==> src/rtl/core/aes_block_cipher_core_assert.svh <==
// assertion macros for the aes block cipher core
`ifndef AES_BLOCK_CIPHER_CORE_ASSERT_SVH
`define AES_BLOCK_CIPHER_CORE_ASSERT_SVH
`ifndef NO_ASSERTIONS
`define AES_ASSERT_IMP(lbl, clk, rstn, ante, cons) \
    lbl: assert property (@(posedge clk) disable iff (!rstn) (ante) |-> (cons)) \
        else $error("assertion failed");
`define AES_ASSERT_NXT(lbl, clk, rstn, ante, cons) \
    lbl: assert property (@(posedge clk) disable iff (!rstn) (ante) |=> (cons)) \
        else $error("assertion failed");
`else
`define AES_ASSERT_IMP(lbl, clk, rstn, ante, cons)
`define AES_ASSERT_NXT(lbl, clk, rstn, ante, cons)
`endif
`endif

==> src/rtl/core/aes_ram.sv <==
// ----------------------------------------------------------------------------
// aes_ram
// generic single port write, single port read ram with registered read
// ----------------------------------------------------------------------------
module aes_ram #(
    parameter int Width = 32,
    parameter int Depth = 64
) (
    input  logic                     clk,
    input  logic                     we,
    input  logic [$clog2(Depth)-1:0] waddr,
    input  logic [Width-1:0]         wdata,
    input  logic [$clog2(Depth)-1:0] raddr,
    output logic [Width-1:0]         rdata
);

    logic [Width-1:0] mem [Depth];

    always_ff @(posedge clk)
    begin
        if (we)
        begin
            mem[waddr] <= wdata;
        end
        rdata <= mem[raddr];
    end

endmodule

==> config.mk <==
export PLATFORM = sky130hd
export DESIGN_NAME = aes_ram
export DESIGN_NICKNAME = d
export VERILOG_FILES = /design/src/rtl/core/aes_block_cipher_core_assert.svh /design/src/rtl/core/aes_ram.sv
export SDC_FILE = /design/constraint.sdc
export NUM_CORES = 2
export LEC_CHECK = 0
export ABC_AREA = 0
export ABC_CLOCK_PERIOD_IN_PS = 4100
export CAP_MARGIN = 40
export CORE_MARGIN = 8
export CORE_UTILIZATION = 40
export CTS_BUF_LIST = sky130_fd_sc_hd__clkbuf_16
export DETAILED_ROUTE_END_ITERATION = 7
export DONT_BUFFER_PORTS = 1
export GPL_ROUTABILITY_DRIVEN = 1
export HOLD_SLACK_MARGIN = 0.06
export MAX_ROUTING_LAYER = met4
export PLACE_DENSITY_LB_ADDON = 0.1
export SLEW_MARGIN = 15
export SYNTH_ARGS = -nofsm -noshare
export SYNTH_HDL_FRONTEND = slang
export SYNTH_SLANG_ARGS = --single-unit
==> constraint.sdc <==
create_clock -name clk -period 4.1 [get_ports clk]
set_input_delay 0.205 -clock clk [delete_from_list [all_inputs] [get_ports clk]]
set_output_delay 0.205 -clock clk [all_outputs]
set_load 0.1 [all_outputs]
==> results.md <==
Layout:
- The number of nets at the end of the flow is 3646.
- The summed area of non-filler cells in the final layout is 0.0914 mm².
- The multi-input combinational cells in the finished layout cover a total of 0.0160 mm².
- Once layout is complete, the cells apart from fillers number 6404.
- The share of post-route cells with drive strength above 1 is 29.3%.
- The layout-stage area growth over the synthesis result is 16.4%.
- Counting the fill cells in the layout gives 16000.
- The final core utilization is 46.9%.
- The sequential cells in the finished layout cover a total of 0.0621 mm².

Worst setup path:
- The required time reported for the critical path endpoint is 4.81 ns.
- The maximum net fanout on the critical path is 91.
- The endpoint arrival time on the critical path is 4.29 ns.
- The critical path is of the in -> reg type.
- The worst setup path is launched from an input port.
- The endpoint class of the critical path is a flop.

GRT:
- The number of antenna violations at the first check in global routing is 15.
- The number of global-route vias before repair is 37900.
- The first global-routing pass estimated 310 mm of wire.
- The global route total overflow is 0.
- The pin count of the biggest net entering global routing is 514.
- Global routing used 21.6% of the available tracks across all layers.

Logic synthesis:
- The post-synthesis sequential element count is 2080.
- The number of instances in the synthesized netlist is 3324.
- Averaged over all synthesized cells, the footprint is 23.6 µm².
- The share of flip-flops with an asynchronous set or reset is 0%.
- The most frequently used cell type in the post-synthesis netlist is sky130_fd_sc_hd__edfxtp_1.
- The proportion of netlist area held by the largest area contributor is 78.3%.
- The number of nets produced by synthesis is 3370.
- The most used flip-flop cell after synthesis is sky130_fd_sc_hd__edfxtp_1.
- Ranked by total cell area, the synthesized netlist is headed by sky130_fd_sc_hd__edfxtp_1 (78%), sky130_fd_sc_hd__mux4_2 (16%), sky130_fd_sc_hd__mux2i_1 (1.2%), sky130_fd_sc_hd__dfxtp_1 (0.82%), sky130_fd_sc_hd__o22ai_1 (0.67%).
- The cell taking the most area after synthesis is sky130_fd_sc_hd__edfxtp_1.
- For this run, the number of Yosys warnings is 0.
- The synthesized design contains 2048 enable-type register cells.
- The total standard cell area after synthesis is 0.0785 mm².
- Sequential elements use 79.1% of the synthesized area.
- By count the netlist is led by sky130_fd_sc_hd__edfxtp_1 (2048), sky130_fd_sc_hd__mux4_2 (544), sky130_fd_sc_hd__nor2_1 (137).
- The count of distinct cell types in the synthesized netlist is 34.

Clock tree:
- The number of clock sinks is 2080.
- The worst-skew pair later-pin latency is 0.83 ns.
- Clock-pin slew was measured on the worst setup and hold paths at 0.06 ns.
- The maximum level of the CTS H-tree is 4.
- The maximum buffer depth of the clock tree is 3.
- The number of buffers created by CTS is 212.
- The root buffer cell is sky130_fd_sc_hd__clkbuf_16.
- TritonCTS built the clock tree.

Routing:
- Detailed routing inserted a total of 36900 vias.
- In this run, the number of DRC markers left after iteration 0 of detailed routing was 4392.
- The length of routed wiring on met1 is 96.3 mm.
- The number of antenna-violating nets in the routed design is 0.
- The average detailed-routed wire length per instance is 35.1 µm.
- Detailed routing placed a total of 108 mm of wire on met2.
- In the routed design, unresolved DRC markers number 0.
- The via count normalized by instance count is 5.75.
- Before antenna repair, the detailed router went through 5 iterations.
- The highest routing layer actually used is met4.
- Wire segments on met3 add up to 14.8 mm in the final route.
- Wires add up to 225 mm.

Timing:
- The worst path setup slack after routing is 0.520 ns.
- The post-route fraction of the period consumed by the critical path is 87.3%.
- The worst pin sits at a relative slew slack of 17.2%.
- The number of slew-limit violations in the final report is 0.
- The clock period minus final worst setup slack is 3.58 ns.
- After routing, the total negative slack on setup checks comes to 0 ns.
- The number of hold violations in the final report is 0.
- Setup repair after global routing left no endpoint under its margin.
- The final setup violation count is 0.
- The worst-margin pin slew is 1.24 ns.
- The fmax is 279 MHz.
- Between clock sinks in the finished design, the worst skew comes to 0.0229 ns.

Place:
- The post-placement cell count is 5909.
- The worst setup slack before clock tree synthesis is 1.08 ns.
- The placed instances occupy a cell area of 0.0829 mm².
- Port buffering added 0 buffers.
- Summed over all nets, the half-perimeter wirelength after detailed placement is 117 mm.
- The congestion estimate from routability-driven global placement came to 0.788.

Pwr:
- The worst-case IR drop observed on VDD is 0.450 mV.
- Internal power comes to 35.2 mW.
- The fraction of power consumed by the clock network is 41.4%.
- The proportion of power drawn by flip-flops and latches is 52.8%.
- Of the total power, combinational logic draws 5.8%.
- The cell leakage power is 28.5 nW.
- The net switching fraction of the power is 21.7%.
- The switching component of the power is 9.78 mW.
- The power density over cell area is 492 mW/mm².

Hold path:
- The type of the tightest min-delay check is in -> reg.

Floorplan:
- The site row count is 162.
- The height of the die is 459 µm.
- During I/O placement, the number of pins put on the boundary was 78.
- The core region is 0.195 mm².
- The area of the die is 0.211 mm².
- The die outline width is 459 µm.
- The starting density of the core is 40.3%.

Job:
- The max capacitance violation total is 0.

Run status:
- The run finished with clean final reports.
-- placed cells by master (no fill, tap or decap), types with 5 or more instances in the layout --
cell	synthesis	routed
sky130_fd_sc_hd__dlygate4sd3_1	0	52
sky130_fd_sc_hd__bufinv_16	0	20
sky130_fd_sc_hd__o22ai_1	84	83
sky130_fd_sc_hd__nor2_4	0	62
sky130_fd_sc_hd__a22oi_1	12	12
sky130_fd_sc_hd__inv_6	0	6
sky130_fd_sc_hd__a21oi_1	62	62
sky130_fd_sc_hd__nand2b_1	8	7
sky130_fd_sc_hd__a311oi_1	8	8
sky130_fd_sc_hd__buf_4	25	122
sky130_fd_sc_hd__clkinv_1	0	61
sky130_fd_sc_hd__dfxtp_1	32	25
sky130_fd_sc_hd__inv_1	0	41
sky130_fd_sc_hd__edfxtp_1	2048	2048
sky130_fd_sc_hd__mux2i_1	93	93
sky130_fd_sc_hd__nand3_1	5	5
sky130_fd_sc_hd__clkinv_2	0	42
sky130_fd_sc_hd__o221ai_1	27	27
sky130_fd_sc_hd__dfxtp_2	0	7
sky130_fd_sc_hd__nand2_1	26	26
sky130_fd_sc_hd__nor3_1	7	5
sky130_fd_sc_hd__nor2b_1	15	15
sky130_fd_sc_hd__nand3b_1	5	5
sky130_fd_sc_hd__clkinvlp_4	0	6
sky130_fd_sc_hd__mux4_2	544	544
sky130_fd_sc_hd__clkbuf_16	0	217
sky130_fd_sc_hd__buf_16	0	56
sky130_fd_sc_hd__nor2_1	137	74
sky130_fd_sc_hd__buf_12	0	9
-- cells by family after synthesis --
group,count (synthesis),synth area share [%]
flip-flops,2080,79.1
multiplexers,637,16.8
AND/OR/NAND/NOR,223,1.27
AO/OA/AOI/OAI,202,1.67
buffers and inverters,182,1.13
-- layout make-up --
cell class	instances	area share (%)
sequential	2080	68.0
multi-input combinational	1062	17.5
clock buffer	215	5.89
tap	2624	3.59
timing repair buffer	244	3.56
clock inverter	177	1.42
antenna	2	0.00548
-- power groups by stage --
| stage | combinational [mW] | sequential, mW | clock (mW) |
|---|---|---|---|
| 2_1_floorplan | 1.14 | 24.4 | 0 |
| 3_3_place_gp | 1.63 | 24.3 | 0 |
| 3_5_place_dp | 1.81 | 24.2 | 0 |
| 4_1_cts | 2.45 | 23.7 | 19.0 |
| 5_1_grt | 2.74 | 23.7 | 19.8 |
| 6_report | 2.62 | 23.7 | 18.6 |
-- stage by stage --
stage / power (mW) / hold slack [ns]
after global routing: 46.2 / 0.0747
after global placement: 25.9 / 0.312
after floorplan: 25.5 / 0.304
after detailed placement: 26.0 / 0.310
after CTS: 45.2 / 0.0617
final: 45.0 / 0.132
-- timing repair --
item                        CTS  global route
gates resized for setup       0             1
hold endpoints to repair   2213            79
setup endpoints to repair     0             2
hold buffers                 85             3
buffers inserted              0             0
-- worst paths after layout --
check                           cells past startpoint  slack [ns]           endpoint             startpoint
worst max-delay path                               10        0.52  rdata[31]$_DFF_P_               raddr[0]
worst min register to register                      4        0.88  rdata[20]$_DFF_P_  mem[28][20]$_DFFE_PP_
worst min-delay path                                3        0.13  rdata[30]$_DFF_P_               raddr[2]
worst max register to register                      7        1.40  rdata[31]$_DFF_P_  mem[30][31]$_DFFE_PP_
-- metal layers --
metal,up-vias,GRT usage (%)
li1,14800,-
met1,20300,29.8
met2,1397,34.0
met3,285,3.88
met4,0,5.02
met5,-,-
-- critical path, stage by stage --
cell                            delay (ns)
sky130_fd_sc_hd__buf_16               0.33
sky130_fd_sc_hd__buf_16               0.51
sky130_fd_sc_hd__buf_16               0.54
sky130_fd_sc_hd__mux4_2               0.62
sky130_fd_sc_hd__o22ai_1              0.22
sky130_fd_sc_hd__nor2_2               0.16
sky130_fd_sc_hd__a21oi_1              0.17
sky130_fd_sc_hd__dlygate4sd3_1        0.56
sky130_fd_sc_hd__nor2_1               0.04
sky130_fd_sc_hd__dlygate4sd3_1        0.56
-- registers in the layout, indices dropped and copies added (netlist names) --
name and cells:
mem 2048, rdata 32
(Power assumes the default switching activity.)
